--- src/rtl/pci_pkg.sv ---
// Shared types, constants and helpers of the particle collision integrator.
// No dependencies; every other file of the block depends on this package.
`default_nettype none

package pci_pkg;

  // Field types of the input and result beats.
  typedef logic signed [31:0] q16_t;
  typedef logic signed [21:0] grav_t;
  typedef logic        [16:0] damp_t;
  typedef logic        [15:0] dt_t;
  typedef logic signed [15:0] norm_t;
  typedef logic        [30:0] pen_t;

  typedef enum logic [1:0] {
    OP_RESTART  = 2'd0,
    OP_TICK     = 2'd1,
    OP_BOUNDARY = 2'd2,
    OP_PARTICLE = 2'd3
  } op_t;

  // Configuration register indexes (byte address 4*i).
  localparam int CfgAddrW = 4;
  localparam logic [1:0] REG_GRAVITY = 2'd0;
  localparam logic [1:0] REG_DAMPING = 2'd1;
  localparam logic [1:0] REG_START_X = 2'd2;
  localparam logic [1:0] REG_START_Y = 2'd3;

  // Shared multiplier operand and product widths.
  localparam int MulAW = 36;
  localparam int MulBW = 24;
  localparam int ProdW = MulAW + MulBW;

  localparam logic signed [63:0] Q_MAX = 64'sd2147483647;
  localparam logic signed [63:0] Q_MIN = -64'sd2147483648;

  typedef struct packed {
    grav_t gravity;
    damp_t damping;
    q16_t  start_x;
    q16_t  start_y;
  } cfg_t;

  typedef enum logic [3:0] {
    MUL_NONE,
    MUL_TICK1,
    MUL_TICK2,
    MUL_PEN,
    MUL_DOT_V,
    MUL_DOT_R,
    MUL_REFL,
    MUL_DAMP,
    MUL_J,
    MUL_IMP
  } mul_sel_t;

  typedef enum logic [3:0] {
    WB_NONE,
    WB_RESTART,
    WB_TICK1,
    WB_TICK2,
    WB_PEN15,
    WB_PEN16,
    WB_SUM,
    WB_REFL,
    WB_DAMP,
    WB_JNEG,
    WB_IMP
  } wb_sel_t;

  typedef struct packed {
    logic     load_in;
    mul_sel_t mul_sel;
    wb_sel_t  wb_sel;
    logic     load_out;
  } cmd_t;

  typedef struct packed {
    logic sum_neg;
    logic sum_le_zero;
  } stat_t;

  // Clamp a wide signed value to the signed 32-bit range.
  function automatic q16_t sat32(input logic signed [63:0] v);
    q16_t r;
    if (v > Q_MAX) begin
      r = 32'sh7FFFFFFF;
    end else if (v < Q_MIN) begin
      r = 32'sh80000000;
    end else begin
      r = 32'(v);
    end
    return r;
  endfunction

endpackage

`default_nettype wire

--- src/rtl/pci_cfg_regs.sv ---
// APB-style configuration registers: gravity, damping and restart position.
// Depends on pci_pkg.
`default_nettype none

module pci_cfg_regs (
  input  wire logic                          clk,
  input  wire logic                          rst,
  input  wire logic                          psel,
  input  wire logic                          penable,
  input  wire logic                          pwrite,
  input  wire logic [pci_pkg::CfgAddrW-1:0]  paddr,
  input  wire logic [31:0]                   pwdata,
  output logic      [31:0]                   prdata,
  output logic                               pready,
  output pci_pkg::cfg_t                      cfg
);
  import pci_pkg::*;

  logic       wr_en;
  logic [1:0] reg_idx;

  assign pready  = 1'b1;
  assign reg_idx = paddr[CfgAddrW-1:2];
  assign wr_en   = psel && penable && pwrite && pready;

  always_ff @(posedge clk) begin
    if (rst) begin
      cfg.gravity <= 22'sd642908;
      cfg.damping <= 17'd52429;
      cfg.start_x <= '0;
      cfg.start_y <= '0;
    end else if (wr_en) begin
      case (reg_idx)
        REG_GRAVITY: cfg.gravity <= pwdata[21:0];
        REG_DAMPING: cfg.damping <= pwdata[16:0];
        REG_START_X: cfg.start_x <= pwdata;
        REG_START_Y: cfg.start_y <= pwdata;
        default: ;
      endcase
    end
  end

  always_comb begin
    case (reg_idx)
      REG_GRAVITY: prdata = 32'(cfg.gravity);
      REG_DAMPING: prdata = 32'(cfg.damping);
      REG_START_X: prdata = cfg.start_x;
      REG_START_Y: prdata = cfg.start_y;
      default:     prdata = '0;
    endcase
  end

endmodule

`default_nettype wire

--- config.mk ---
export PLATFORM = sky130hd
export DESIGN_NAME = pci_cfg_regs
export DESIGN_NICKNAME = d
export VERILOG_FILES = /design/src/rtl/pci_pkg.sv /design/src/rtl/pci_cfg_regs.sv
export SDC_FILE = /design/constraint.sdc
export NUM_CORES = 1
export LEC_CHECK = 0
export BUFFER_PORTS_ARGS = -buffer_cell sky130_fd_sc_hd__buf_2
export CAP_MARGIN = 40
export CORE_MARGIN = 2
export CORE_UTILIZATION = 30
export DETAILED_ROUTE_END_ITERATION = 7
export PLACE_DENSITY = 0.63
export RECOVER_POWER = 25
export SLEW_MARGIN = 20
export SYNTH_ARGS = -nofsm -noshare
export SYNTH_HDL_FRONTEND = slang
export SYNTH_SLANG_ARGS = --single-unit
--- constraint.sdc ---
create_clock -name clk -period 2.4 [get_ports clk]
set_input_delay 0.24 -clock clk [delete_from_list [all_inputs] [get_ports clk]]
set_output_delay 0.24 -clock clk [all_outputs]
set_load 0.1 [all_outputs]
==> results of run 1 <==
==> area by class of cell <==
type	count	area, µm²	area share (%)
well taps	216	270.3	4.342
repair buffers	184	984.7	15.82
flip-flops and latches	103	2062	33.13
multi-input cells	310	2630	42.25
clock buffers	15	277.8	4.462
==> per-stage QoR <==
stage	total power, W	setup WS (ns)	area, µm²	cells	util, %
after floorplan	0.002291	0.1304	4908	448	-
after global placement	0.002409	0.4573	5992	813	37.58
after detailed placement	0.002420	0.3582	5992	813	37.58
after CTS	0.003834	0.4207	6270	828	39.33
after global routing	0.003919	0.1898	6225	828	39.04
final	0.003780	0.2188	6225	828	39.04
==> power breakdown <==
group / switching [W] / leakage, nW / internal, W / total (W)
registers: 0.0000176 / 0.832 / 0.00173 / 0.00175
clock network: 0.000622 / 0.136 / 0.000786 / 0.00141
logic: 0.000465 / 2.09 / 0.000159 / 0.000624
total: 0.00110 / 3.05 / 0.00268 / 0.00378
==> final timing paths <==
check / start / endpoint / slack (ns) / cells after the start
hold reg to reg: cfg[76]$_SDFFE_PP0P_ / cfg[76]$_SDFFE_PP0P_ / 0.49 / 2
setup / recovery: paddr[3] / cfg[81]$_SDFFE_PP0P_ / 0.22 / 5
hold / removal: pwdata[9] / cfg[90]$_SDFFE_PP1P_ / 0.18 / 3
setup reg to reg: cfg[64]$_SDFFE_PP1P_ / cfg[64]$_SDFFE_PP1P_ / 1.69 / 1
==> Yosys cell counts, types with 2 or more instances <==
cell      count
clkbuf_1     13
nor2_1       31
buf_2        10
nor3b_1       2
buf_6         2
mux4_2       17
mux2_2       15
a22o_1        4
nand2b_1    114
buf_4         9
a211o_1       2
dfxtp_1     103
mux2i_1     101
a21o_1       11
==> per-layer routing <==
layer / vias to the layer above / part of all wire (%) / global-route usage, % / routed length, µm
met4: 0 / 1.7 / 5.737 / 228
met1: 1896 / 44 / 18.44 / 5802
met5: - / 0 / 0 / 0
met2: 126 / 48 / 25.72 / 6416
li1: 1853 / - / - / -
met3: 16 / 6.0 / 3.922 / 790
==> worst min-delay path, cell delays in order <==
cell     delay (ns)
buf_2          0.09
nor2_1         0.04
mux2i_1        0.11
==> logic make-up (layout without fill, tap and decap cells) <==
family                 after synthesis  in the layout  synth area share [%]
AO/OA/AOI/OAI                       17             17                 2.753
buffers and inverters               35            199                 3.951
multiplexers                       133            133                 31.84
other                                1              1               0.07640
AND/OR/NAND/NOR                    159            159                 19.37
flip-flops                         103            103                 42.01
==> flow_summary.ini, run 1 <==
[grt]
grtUsageTotal_pct = 15.16
gr-total-overflow = 0
grt_max_degree = 148
grt_pass1_wl_um = 21060
grt_pass1_vias = 4027
antenna_found_initial = 0

[worst_setup_path]
crit_buf_inv = 3
critPathMaxFanout = 24
crit_family = simple AND/OR/NAND/NOR gates
cp-end-kind = register
path_class = primary input to register
critical_path.max_stage_delay_ns = 1.24
arrival_ns = 2.45
path_cells = buf_2, buf_4, nor3_1, buf_12, mux2i_1
crit_slowest_cell = nor3_1
required_ns = 2.67
startpoint_type = primary input

[min_path]
hp-class = primary input to register

[logic_synthesis]
synth-edff-count = 0
async_flop_share_pct = 0
synthFlopType = dfxtp_1
synth_area_per_cell_um2 = 10.96
syn_nets = 489
synth_area_leader_cell = dfxtp_1
synth_top_area_share_pct = 42.01
yosysUniqueCellTypes = 28
synthTopCellsByArea = dfxtp_1 42%, mux2i_1 21%, nand2b_1 15%
synth_area_um2 = 4908
synth_cells = 448
yosysSeqAreaShare_pct = 42.01
synth-seq-cells = 103
ys_warn_count = 0

[floorplan]
core_region_area_um2 = 15940
die_x_um = 131.9
start_util_pct = 30.79
die_h_um = 131.9
boundaryPins = 177
dieArea_um2 = 17400
placementRows = 46

[clocking]
numCtsBuffers = 9
cts_root_buf = clkbuf_16
ctsHoldBuffers = 0
cts_tree = built
cts_sinks = 103
path_clk_slew_ns = 0.07
clk-insertion-delay-late_ns = 0.34
postCtsSetupBuffers = 0
post_cts_resized = 0
cts.path.max_buffers = 2
cts-htree-levels = 3

[sta]
drv_slew = 5
grt_setup_unrepaired = false
fmax_mhz = 458.5
setup-tns-final_ns = 0
worst_pin_slew_ns = 1.532
relSlewSlack_pct = -2.926
hold_ws_ns = 0.1752
period_share_pct = 90.88
min_period_ns = 2.181
fin_skew_ns = 0
finalHoldViolations = 0
setup_viol = 0

[final_layout]
final_cell_mix = 167 x buf_2, 114 x nand2b_1, 103 x dfxtp_1, 101 x mux2i_1, 33 x nor2_1
drive_gt1_share_pct = 36.44
nets = 649
top_regs = cfg (103)
antennaDiodeCount = 0
syn_to_final_growth_pct = 26.82
top_register = cfg
layout_commonest_cell = buf_2
nFillCells = 1584
largest_reg_flops = 103

[detailed_routing]
ant_nets = 0
avgRoutedWirePerCell_um = 15.99
drtIter0Drc = 181
routed_wl_um = 13240
vias_per_cell = 4.699
drc = 0
vias = 3891
drt_first_pass_iters = 4

[power]
p_leak_nw = 3.054
power_density_nw_per_um2 = 607.2
ir_drop_v = 0.0003146

[outcome]
violations = max-capacitance violations, max-slew violations
status = complete, but fails checks

[place]
dpl.hpwl_um = 9287
gp_congestion = 0.7853
portBuffers = 173

[run]
cap_violations = 1
Power figures use the tool's default switching activity.
==> inputs of run 2 (changes only) <==
CORE_MARGIN = default   (was 2)
==> run 2 against run 1 <==
Effect of this change: the run still ends with max-capacitance violations, max-slew violations left; sequential share of layout area is essentially flat; register-to-register slack is essentially flat; die area fell by 3.0%; maximum frequency rose by 10%; cell count grew 0.48%.
==> flow_summary.ini, run 2 (synthesized netlist as in run 1, its figures left out) <==
[final_layout]
stdcell_area_um2 = 6233
syn_to_final_growth_pct = 26.99
final_cell_mix = 172 x buf_2, 114 x nand2b_1, 103 x dfxtp_1, 101 x mux2i_1, 31 x nor2_1
top_regs = cfg (103)
nFillCells = 1560
seqCellArea_um2 = 2062
top_register = cfg
nets = 653
multi_input_area_um2 = 2631
fin_cells = 832
largest_reg_flops = 103
antennaDiodeCount = 0
drive_gt1_share_pct = 37.01
layout_commonest_cell = buf_2

[worst_setup_path]
path_cells = buf_2, buf_12, nand3_1, clkbuf_1, mux2i_1
startpoint_type = primary input
critPathMaxFanout = 18
critical_path.max_stage_delay_ns = 1.13
crit_buf_inv = 3
cp-end-kind = register
crit_slowest_cell = clkbuf_1
required_ns = 2.65
path_class = primary input to register
arrival_ns = 2.23
crit_family = buffers and inverters

[floorplan]
start_util_pct = 30.79
dieArea_um2 = 16880
die_x_um = 129.9
boundaryPins = 177
placementRows = 46
die_h_um = 129.9
core_region_area_um2 = 15940

[detailed_routing]
drt_first_pass_iters = 4
drc = 0
drtIter0Drc = 222
vias = 3852
routed_wl_um = 12850
ant_nets = 0
avgRoutedWirePerCell_um = 15.45
vias_per_cell = 4.630

[place]
dp_cells = 817
dp_slack_ns = 0.4320
dpl.hpwl_um = 9384
gp_congestion = 0.7203
dpl-instance-area_um2 = 6010
portBuffers = 173

[sta]
grt_setup_unrepaired = false
worst_pin_slew_ns = 1.554
relSlewSlack_pct = -3.604
hold_ws_ns = 0.1808
setup_viol = 0
min_period_ns = 1.979
period_share_pct = 82.46
setup-tns-final_ns = 0
setup_slack_ns = 0.4209
drv_slew = 19
finalHoldViolations = 0
fmax_mhz = 505.3
fin_skew_ns = 0

[power]
ir_drop_v = 0.0003389
p_leak_nw = 3.069
power_density_nw_per_um2 = 605.9

[clocking]
cts_tree = built
cts.path.max_buffers = 2
post_cts_resized = 0
numCtsBuffers = 9
cts_sinks = 103
clk-insertion-delay-late_ns = 0.33
cts_root_buf = clkbuf_16
postCtsSetupBuffers = 0
path_clk_slew_ns = 0.06
ctsHoldBuffers = 0
cts-htree-levels = 3

[min_path]
hp-class = primary input to register

[grt]
grt_max_degree = 77
grt_pass1_vias = 3632
gr-total-overflow = 0
grtUsageTotal_pct = 15.26
grt_pass1_wl_um = 19380
antenna_found_initial = 0

[outcome]
status = complete, but fails checks
violations = max-capacitance violations, max-slew violations

[run]
cap_violations = 1
## run 2: changes by cell type in the layout (fill, tap and decap cells not counted), sizes merged
cell | before | now
buf | 176 | 182
clkbuf | 23 | 20
bufinv | 0 | 1
## run 2: metrics by stage
stage,total power [W],util (%)
2_1_floorplan,0.002291,-
3_3_place_gp,0.002414,37.69
3_5_place_dp,0.002423,37.69
4_1_cts,0.003850,39.41
5_1_grt,0.003932,39.10
6_report,0.003777,39.10
## run 2: layout make-up
cell class                 count  share of cell area (%)
clock buffer                  14                   3.914
clock inverter                 1                  0.4817
multi-input combinational    310                   42.21
sequential                   103                   33.08
tap                          216                   4.336
timing repair buffer         188                   15.98
## run 2: where the power goes
part | switching (W) | internal (W) | total, W
Sequential | 0.0000174 | 0.00173 | 0.00175
Combinational | 0.000464 | 0.000162 | 0.000626
Clock | 0.000595 | 0.000806 | 0.00140
Total | 0.00108 | 0.00270 | 0.00378
## run 2: tightest hold or removal path, delay by kind of cell
family	cells	cell delay, ns
buffers and inverters	1	0.09
multiplexers	1	0.11
AND/OR/NAND/NOR	1	0.04
## run 2: worst paths after layout
kind	startpoint	end	slack, ns	cells after the start
worst max-delay path	paddr[2]	cfg[20]$_SDFFE_PP0P_	0.42	5
worst min-delay path	pwdata[16]	cfg[97]$_SDFFE_PP1P_	0.18	3
worst max register to register	cfg[71]$_SDFFE_PP1P_	cfg[71]$_SDFFE_PP1P_	1.70	1
worst min register to register	cfg[58]$_SDFFE_PP0P_	cfg[58]$_SDFFE_PP0P_	0.49	2
## run 2: metal layers
metal  global-route usage, %  vias to the layer above  wire (µm)
li1                        -                     1858          -
met1                   19.48                     1869       5883
met2                   25.07                      119       6108
met3                   4.264                        6        763
met4                   4.514                        0         96
met5                       0                        -          0
