**src/rtl/pci_pkg.sv**
```systemverilog
// Shared types, constants and helpers of the particle collision integrator.
// No dependencies; every other file of the block depends on this package.
`default_nettype none

package pci_pkg;

  // Field types of the input and result beats.
  typedef logic signed [31:0] q16_t;
  typedef logic signed [21:0] grav_t;
  typedef logic        [16:0] damp_t;
  typedef logic        [15:0] dt_t;
  typedef logic signed [15:0] norm_t;
  typedef logic        [30:0] pen_t;

  typedef enum logic [1:0] {
    OP_RESTART  = 2'd0,
    OP_TICK     = 2'd1,
    OP_BOUNDARY = 2'd2,
    OP_PARTICLE = 2'd3
  } op_t;

  // Configuration register indexes (byte address 4*i).
  localparam int CfgAddrW = 4;
  localparam logic [1:0] REG_GRAVITY = 2'd0;
  localparam logic [1:0] REG_DAMPING = 2'd1;
  localparam logic [1:0] REG_START_X = 2'd2;
  localparam logic [1:0] REG_START_Y = 2'd3;

  // Shared multiplier operand and product widths.
  localparam int MulAW = 36;
  localparam int MulBW = 24;
  localparam int ProdW = MulAW + MulBW;

  localparam logic signed [63:0] Q_MAX = 64'sd2147483647;
  localparam logic signed [63:0] Q_MIN = -64'sd2147483648;

  typedef struct packed {
    grav_t gravity;
    damp_t damping;
    q16_t  start_x;
    q16_t  start_y;
  } cfg_t;

  typedef enum logic [3:0] {
    MUL_NONE,
    MUL_TICK1,
    MUL_TICK2,
    MUL_PEN,
    MUL_DOT_V,
    MUL_DOT_R,
    MUL_REFL,
    MUL_DAMP,
    MUL_J,
    MUL_IMP
  } mul_sel_t;

  typedef enum logic [3:0] {
    WB_NONE,
    WB_RESTART,
    WB_TICK1,
    WB_TICK2,
    WB_PEN15,
    WB_PEN16,
    WB_SUM,
    WB_REFL,
    WB_DAMP,
    WB_JNEG,
    WB_IMP
  } wb_sel_t;

  typedef struct packed {
    logic     load_in;
    mul_sel_t mul_sel;
    wb_sel_t  wb_sel;
    logic     load_out;
  } cmd_t;

  typedef struct packed {
    logic sum_neg;
    logic sum_le_zero;
  } stat_t;

  // Clamp a wide signed value to the signed 32-bit range.
  function automatic q16_t sat32(input logic signed [63:0] v);
    q16_t r;
    if (v > Q_MAX) begin
      r = 32'sh7FFFFFFF;
    end else if (v < Q_MIN) begin
      r = 32'sh80000000;
    end else begin
      r = 32'(v);
    end
    return r;
  endfunction

endpackage

`default_nettype wire

```
**src/rtl/pci_ctrl.sv**
```systemverilog
// Controller state machine: sequences the multiplier and writeback commands
// for each operation and owns both handshakes. Depends on pci_pkg.
`default_nettype none

module pci_ctrl (
  input  wire logic           clk,
  input  wire logic           rst,
  input  wire logic           item_valid,
  output logic                item_ready,
  input  wire pci_pkg::op_t   operation,
  output logic                result_valid,
  input  wire logic           result_ready,
  output pci_pkg::cmd_t       cmd,
  input  wire pci_pkg::stat_t stat
);
  import pci_pkg::*;

  typedef enum logic [20:0] {
    S_IDLE      = 21'h000001,
    S_RST       = 21'h000002,
    S_T_MUL1    = 21'h000004,
    S_T_WB1     = 21'h000008,
    S_T_MUL2    = 21'h000010,
    S_T_WB2     = 21'h000020,
    S_B_PEN     = 21'h000040,
    S_B_DOT     = 21'h000080,
    S_B_SUM     = 21'h000100,
    S_B_REFL    = 21'h000200,
    S_B_REFL_WB = 21'h000400,
    S_B_DAMP    = 21'h000800,
    S_B_DAMP_WB = 21'h001000,
    S_P_PEN     = 21'h002000,
    S_P_DOT     = 21'h004000,
    S_P_SUM     = 21'h008000,
    S_P_JMUL    = 21'h010000,
    S_P_JNEG    = 21'h020000,
    S_P_IMP     = 21'h040000,
    S_P_IMP_WB  = 21'h080000,
    S_DONE      = 21'h100000
  } state_t;

  state_t state;
  state_t state_next;

  always_comb begin
    state_next   = state;
    item_ready   = 1'b0;
    cmd.load_in  = 1'b0;
    cmd.mul_sel  = MUL_NONE;
    cmd.wb_sel   = WB_NONE;
    cmd.load_out = 1'b0;
    case (state)
      S_IDLE: begin
        item_ready = 1'b1;
        if (item_valid) begin
          cmd.load_in = 1'b1;
          case (operation)
            OP_RESTART:  state_next = S_RST;
            OP_TICK:     state_next = S_T_MUL1;
            OP_BOUNDARY: state_next = S_B_PEN;
            OP_PARTICLE: state_next = S_P_PEN;
            default:     state_next = S_RST;
          endcase
        end
      end
      S_RST: begin
        cmd.wb_sel = WB_RESTART;
        state_next = S_DONE;
      end
      S_T_MUL1: begin
        cmd.mul_sel = MUL_TICK1;
        state_next  = S_T_WB1;
      end
      S_T_WB1: begin
        cmd.wb_sel = WB_TICK1;
        state_next = S_T_MUL2;
      end
      S_T_MUL2: begin
        cmd.mul_sel = MUL_TICK2;
        state_next  = S_T_WB2;
      end
      S_T_WB2: begin
        cmd.wb_sel = WB_TICK2;
        state_next = S_DONE;
      end
      S_B_PEN: begin
        cmd.mul_sel = MUL_PEN;
        state_next  = S_B_DOT;
      end
      S_B_DOT: begin
        cmd.wb_sel  = WB_PEN15;
        cmd.mul_sel = MUL_DOT_V;
        state_next  = S_B_SUM;
      end
      S_B_SUM: begin
        cmd.wb_sel = WB_SUM;
        state_next = stat.sum_neg ? S_B_REFL : S_DONE;
      end
      S_B_REFL: begin
        cmd.mul_sel = MUL_REFL;
        state_next  = S_B_REFL_WB;
      end
      S_B_REFL_WB: begin
        cmd.wb_sel = WB_REFL;
        state_next = S_B_DAMP;
      end
      S_B_DAMP: begin
        cmd.mul_sel = MUL_DAMP;
        state_next  = S_B_DAMP_WB;
      end
      S_B_DAMP_WB: begin
        cmd.wb_sel = WB_DAMP;
        state_next = S_DONE;
      end
      S_P_PEN: begin
        cmd.mul_sel = MUL_PEN;
        state_next  = S_P_DOT;
      end
      S_P_DOT: begin
        cmd.wb_sel  = WB_PEN16;
        cmd.mul_sel = MUL_DOT_R;
        state_next  = S_P_SUM;
      end
      S_P_SUM: begin
        cmd.wb_sel = WB_SUM;
        state_next = stat.sum_le_zero ? S_P_JMUL : S_DONE;
      end
      S_P_JMUL: begin
        cmd.mul_sel = MUL_J;
        state_next  = S_P_JNEG;
      end
      S_P_JNEG: begin
        cmd.wb_sel = WB_JNEG;
        state_next = S_P_IMP;
      end
      S_P_IMP: begin
        cmd.mul_sel = MUL_IMP;
        state_next  = S_P_IMP_WB;
      end
      S_P_IMP_WB: begin
        cmd.wb_sel = WB_IMP;
        state_next = S_DONE;
      end
      S_DONE: begin
        if (!result_valid || result_ready) begin
          cmd.load_out = 1'b1;
          state_next   = S_IDLE;
        end
      end
      default: state_next = S_IDLE;
    endcase
  end

  always_ff @(posedge clk) begin
    if (rst) begin
      state        <= S_IDLE;
      result_valid <= 1'b0;
    end else begin
      state <= state_next;
      if (cmd.load_out) begin
        result_valid <= 1'b1;
      end else if (result_ready) begin
        result_valid <= 1'b0;
      end
    end
  end

  a_idle_quiet: assert property (@(posedge clk) disable iff (rst)
    (state == S_IDLE) |-> (cmd.mul_sel == MUL_NONE && cmd.wb_sel == WB_NONE))
    else $error("datapath command issued while idle");

  a_load_shows: assert property (@(posedge clk) disable iff (rst)
    cmd.load_out |=> result_valid)
    else $error("result register loaded but not presented");

  a_accept_leaves_idle: assert property (@(posedge clk) disable iff (rst)
    (item_valid && item_ready) |=> (state != S_IDLE))
    else $error("accepted item did not start a sequence");

endmodule

`default_nettype wire

```
**config.mk**
```make
export PLATFORM = sky130hd
export DESIGN_NAME = pci_ctrl
export DESIGN_NICKNAME = d
export VERILOG_FILES = /design/src/rtl/pci_pkg.sv /design/src/rtl/pci_ctrl.sv
export SDC_FILE = /design/constraint.sdc
export NUM_CORES = 1
export LEC_CHECK = 0
export BUFFER_PORTS_ARGS = -buffer_cell sky130_fd_sc_hd__buf_2
export CAP_MARGIN = 20
export CORE_ASPECT_RATIO = 1.5
export CORE_UTILIZATION = 53
export CTS_BUF_LIST = sky130_fd_sc_hd__clkbuf_8
export DETAILED_ROUTE_END_ITERATION = 7
export HOLD_SLACK_MARGIN = 0.02
export PLACE_DENSITY = 0.84
export SLEW_MARGIN = 40
export SYNTH_ARGS = -nofsm -noshare
export SYNTH_HDL_FRONTEND = slang
export SYNTH_SLANG_ARGS = --single-unit
```
**constraint.sdc**
```tcl
create_clock -name clk -period 1.95 [get_ports clk]
set_input_delay 0.2925 -clock clk [delete_from_list [all_inputs] [get_ports clk]]
set_output_delay 0.2925 -clock clk [all_outputs]
set_load 0.01 [all_outputs]
```
==> impl_metrics.json, run 1 <==
{
  "grt_pass1_wl_mm": 12.85,
  "holdBufCountCts": 0,
  "synth_area_per_cell_um2": 8.688,
  "grt_pass1_vias": 2290,
  "synth_common_cells": "22 x dfxtp_1, 18 x nor2_1, 12 x nand3_1, 12 x nor4b_1",
  "grt_overflow": 8,
  "hpwlAfterDp_mm": 3.816,
  "grt_use_total_pct": 63.13,
  "die_w_um": 43.69,
  "synthCells": 159,
  "yosys-top-cells-area": "dfxtp_1 32%, nor4b_1 7.6%, nor2_1 4.9%",
  "synth-warning-count": 0,
  "error_line": "[ERROR GRT-0116] Global routing finished with congestion. Check the congestion regions in the DRC Viewer.",
  "stop_stage": "5_1_grt",
  "cts_buffers": 3,
  "grt_max_degree": 16,
  "h-tree-depth": 1,
  "gp_congestion": 0.9977,
  "die_h_um": 64.53,
  "synth_edf_count": 0,
  "synth_fp_nets": 167,
  "dp.cells": 252,
  "postSynth.asyncResetShare_pct": 0,
  "initial_utilization_pct": 56.38,
  "synth_top_area_cell": "dfxtp_1",
  "status": "did not finish",
  "syn_area_mm2": 0.001381,
  "io_pins": 20,
  "portBuffers": 19,
  "synth_seq_cells": 22,
  "synth.distinct_cells": 45,
  "cts_buffer_depth": 2,
  "seq_area_frac_synth_pct": 31.88,
  "fp-row-count": 22,
  "clockRootBuffer": "clkbuf_8",
  "yosysMostFrequentCell": "dfxtp_1",
  "clock-sinks": 22,
  "synth.top_cell.area_share_pct": 31.88,
  "synthFlopType": "dfxtp_1"
}
## stage by stage
stage,setup TNS (ns),setup WS (ns),cell area [um^2]
after floorplan,-3.467,-0.2312,1464
after global placement,-7.851,-0.4450,1976
after detailed placement,-9.527,-0.4200,1976
after CTS,-10.51,-0.6075,2346
## per-layer routing
layer,global-route usage [%],overflow
met1,66.38,0
met2,88.06,5
met3,27.58,0
met4,64.45,3
met5,0,0
## kinds of logic after synthesis
| logic type | synth area share (%) |
|---|---|
| simple gates | 51.45 |
| compound gates | 9.058 |
| buf+inv | 3.804 |
| flops | 31.88 |
| xor+xnor | 3.804 |
## timing repair
item | in CTS
hold endpoints to repair | 0
setup endpoints to repair | 32
resized for setup | 38
pin swaps | 23
buffers inserted | 19
==> inputs of run 2 (changes only) <==
- CORE_AREA: unset -> 2 2 63 65
- CORE_ASPECT_RATIO: 1.5 -> unset
- CORE_UTILIZATION: 53 -> unset
- CTS_BUF_LIST: sky130_fd_sc_hd__clkbuf_8 -> unset
- DIE_AREA: unset -> 0 0 65 67
- HOLD_SLACK_MARGIN: 0.02 -> unset
- PLACE_DENSITY: 0.84 -> unset
- PLACE_DENSITY_LB_ADDON: unset -> 0.15
- clock period: 1.95 -> 2.55 ns (I/O delays scaled with it)
==> run 2 against run 1 <==
Net effect: the flow now finishes, with violations (negative setup slack); synthesized cell count is the same; area after synthesis is the same.
==> impl_metrics.json, run 2 <==
{
  "status": "finished with violations",
  "failed_checks": "negative setup slack",
  "grt_pass1_wl_mm": 7.748,
  "seq_area_frac_synth_pct": 31.88,
  "post-route-drc-count": 0,
  "clock-sinks": 22,
  "fp-row-count": 22,
  "p_clk_share_pct": 24.3,
  "grt_use_met2_pct": 40.21,
  "fillers": 333,
  "power_density_mw_per_mm2": 666.5,
  "clock_skew_ns": 0.007924,
  "synthCells": 159,
  "yosys.area_share.simple_pct": 51.45,
  "core_mm2": 0.003606,
  "start_kind": "flop",
  "drive_gt1_share_pct": 43.18,
  "clockRootBuffer": "clkbuf_8",
  "h-tree-depth": 1,
  "largest_reg_flops": 21,
  "met3_usage_pct": 3.716,
  "drt_first_pass_iters": 4,
  "finalHoldViolCount": 0,
  "setup_ws_ns": -0.1030,
  "muxShareOfSynthArea_pct": 0,
  "layout_min_cycle_time_ns": 2.653,
  "synthFlopType": "dfxtp_1",
  "grt_use_total_pct": 23.69,
  "p_int_mw": 0.8828,
  "postSynth.asyncResetShare_pct": 0,
  "grt_overflow": 0,
  "yosys-top-cells-area": "dfxtp_1 32%, nor4b_1 7.6%, nor2_1 4.9%",
  "cts_buffer_depth": 2,
  "crit_path_end_kind": "output pin",
  "hold_path.class": "input pin to flop",
  "first_iter_violations": 139,
  "synth.top_cell.area_share_pct": 31.88,
  "synth_top_family_by_area": "simple AND/OR/NAND/NOR gates",
  "antenna_found_initial": 0,
  "antenna_cells": 0,
  "die_w_um": 65,
  "gp_congestion": 0.9909,
  "power_mw": 1.354,
  "detail_route.wl_per_cell_um": 17.98,
  "rr_worst_depth": 10,
  "path_class": "flop to output pin",
  "synth_xor_area_share_pct": 3.804,
  "final_nets": 229,
  "slew_headroom_pct": 65.10,
  "dpl_worst_slack_ns": 0.1109,
  "io_pins": 20,
  "synth_area_per_cell_um2": 8.688,
  "rsz0062_at_grt": "true",
  "fmax_mhz": 376.9,
  "synth_common_cells": "22 x dfxtp_1, 18 x nor2_1, 12 x nand3_1, 12 x nor4b_1",
  "portBuffers": 19,
  "gr-usage-met1_pct": 27.72,
  "initial_utilization_pct": 38.31,
  "die_h_um": 67,
  "drv_slew": 0,
  "critical_path_required_ns": 2.17,
  "crit_arrival_ns": 2.27,
  "synth_top_area_cell": "dfxtp_1",
  "mostFrequentLayoutCell": "buf_4",
  "top_regs": "state (21), result_valid (1)",
  "clock_latency_ns": 0.27,
  "p_switching_mw": 0.4715,
  "cts_tree": "done",
  "synth-warning-count": 0,
  "cts.reportedPaths.clkPinSlew_ns": 0.09,
  "area_growth_pct": 47.10,
  "grt_pass1_vias": 1636,
  "register_area_um2": 444.2,
  "ant_nets": 0,
  "vdd_drop_max_mv": 0.2766,
  "synth_seq_cells": 22,
  "finalSetupViolCount": 8,
  "synth_edf_count": 0,
  "fin_crit_sh_pct": 104.0,
  "maxCapViolations": 0,
  "swShare_pct": 34.81,
  "vias": 1605,
  "avgViaCountPerCell": 5.989,
  "mostFrequentLayoutCells": "42 x buf_4, 19 x dfxtp_1, 18 x nor2_1",
  "multi_input_area_um2": 992.2,
  "synthAdderAreaFrac_pct": 0,
  "synth_fp_nets": 167,
  "yosysMostFrequentCell": "dfxtp_1",
  "syn_area_mm2": 0.001381,
  "p_leak_nw": 0.8958,
  "regMostFlops": "state",
  "whs_path_depth": 2,
  "worst_slew_pin_slew_ns": 0.5187,
  "combPwrFrac_pct": 47.5,
  "hpwlAfterDp_mm": 3.457,
  "synth.distinct_cells": 45,
  "cts_buffers": 3,
  "synth_compound_area_share_pct": 9.058,
  "seq_power_share_pct": 28.2,
  "routed_wl_mm": 4.819,
  "top_usage_layer": "met2",
  "worstPathMaxFanout": 6,
  "grt_max_degree": 14,
  "dieArea_mm2": 0.004355
}
run 2: cell families (layout without fill, tap and decap cells):
| family | after synthesis | in the layout |
|---|---|---|
| XOR/XNOR | 6 | 6 |
| AO/OA/AOI/OAI | 14 | 14 |
| flip-flops | 22 | 22 |
| buffers and inverters | 11 | 72 |
| AND/OR/NAND/NOR | 106 | 106 |
run 2: cell type report:
type	count	area share, %
multi-input cells	126	48.83
repair buffers	63	21.92
well taps	48	2.956
flip-flops and latches	22	21.86
inverters	5	0.9236
clock buffers	3	2.032
clock inverters	1	1.478
run 2: power by group through the flow:
stage / logic (mW) / registers [mW] / clock network, mW
after floorplan: 0.306 / 0.382 / 0
after global placement: 0.485 / 0.386 / 0
after detailed placement: 0.483 / 0.386 / 0
after CTS: 0.583 / 0.379 / 0.337
after global routing: 0.687 / 0.385 / 0.353
final: 0.644 / 0.381 / 0.329
run 2: path summary, 6_finish.rpt:
kind / endpoint / startpoint / slack [ns]
max: cmd[5] / state[11] / -0.10
min: state[9] / rst / 0.31
max reg2reg: state[10] / state[20] / 0.15
min reg2reg: state[7] / state[6] / 0.63
run 2: per-layer routing:
metal,vias up,wire length [um]
met5,-,0
met4,0,238
met3,31,219
met2,73,2439
met1,761,1922
li1,740,-
run 2: per-stage QoR:
step	utilization, %	setup TNS, ns	area, um^2	cells	hold WS [ns]
floorplan	-	0	1381	159	0.4516
global placement	47.29	0	1705	247	0.5826
detailed placement	47.29	0	1705	247	0.5967
CTS	53.68	-0.1629	1936	261	0.3077
global route	56.35	-1.316	2032	268	0.3067
finish	56.35	-0.3546	2032	268	0.3065
run 2: critical path, stage by stage, from the launching register on:
cell and delay [ns]:
dfxtp_2 0.33, or4_4 0.61, buf_4 0.18, nor4_4 0.33, and4b_1 0.31, or4b_4 0.15, buf_6 0.09
run 2: timing repair:
item,CTS,global route
pin swaps,11,5
setup buffers,10,7
gates resized for setup,17,9
setup endpoints to repair,11,10
hold buffers,0,0
No activity file was read; power rests on OpenSTA's default activity.
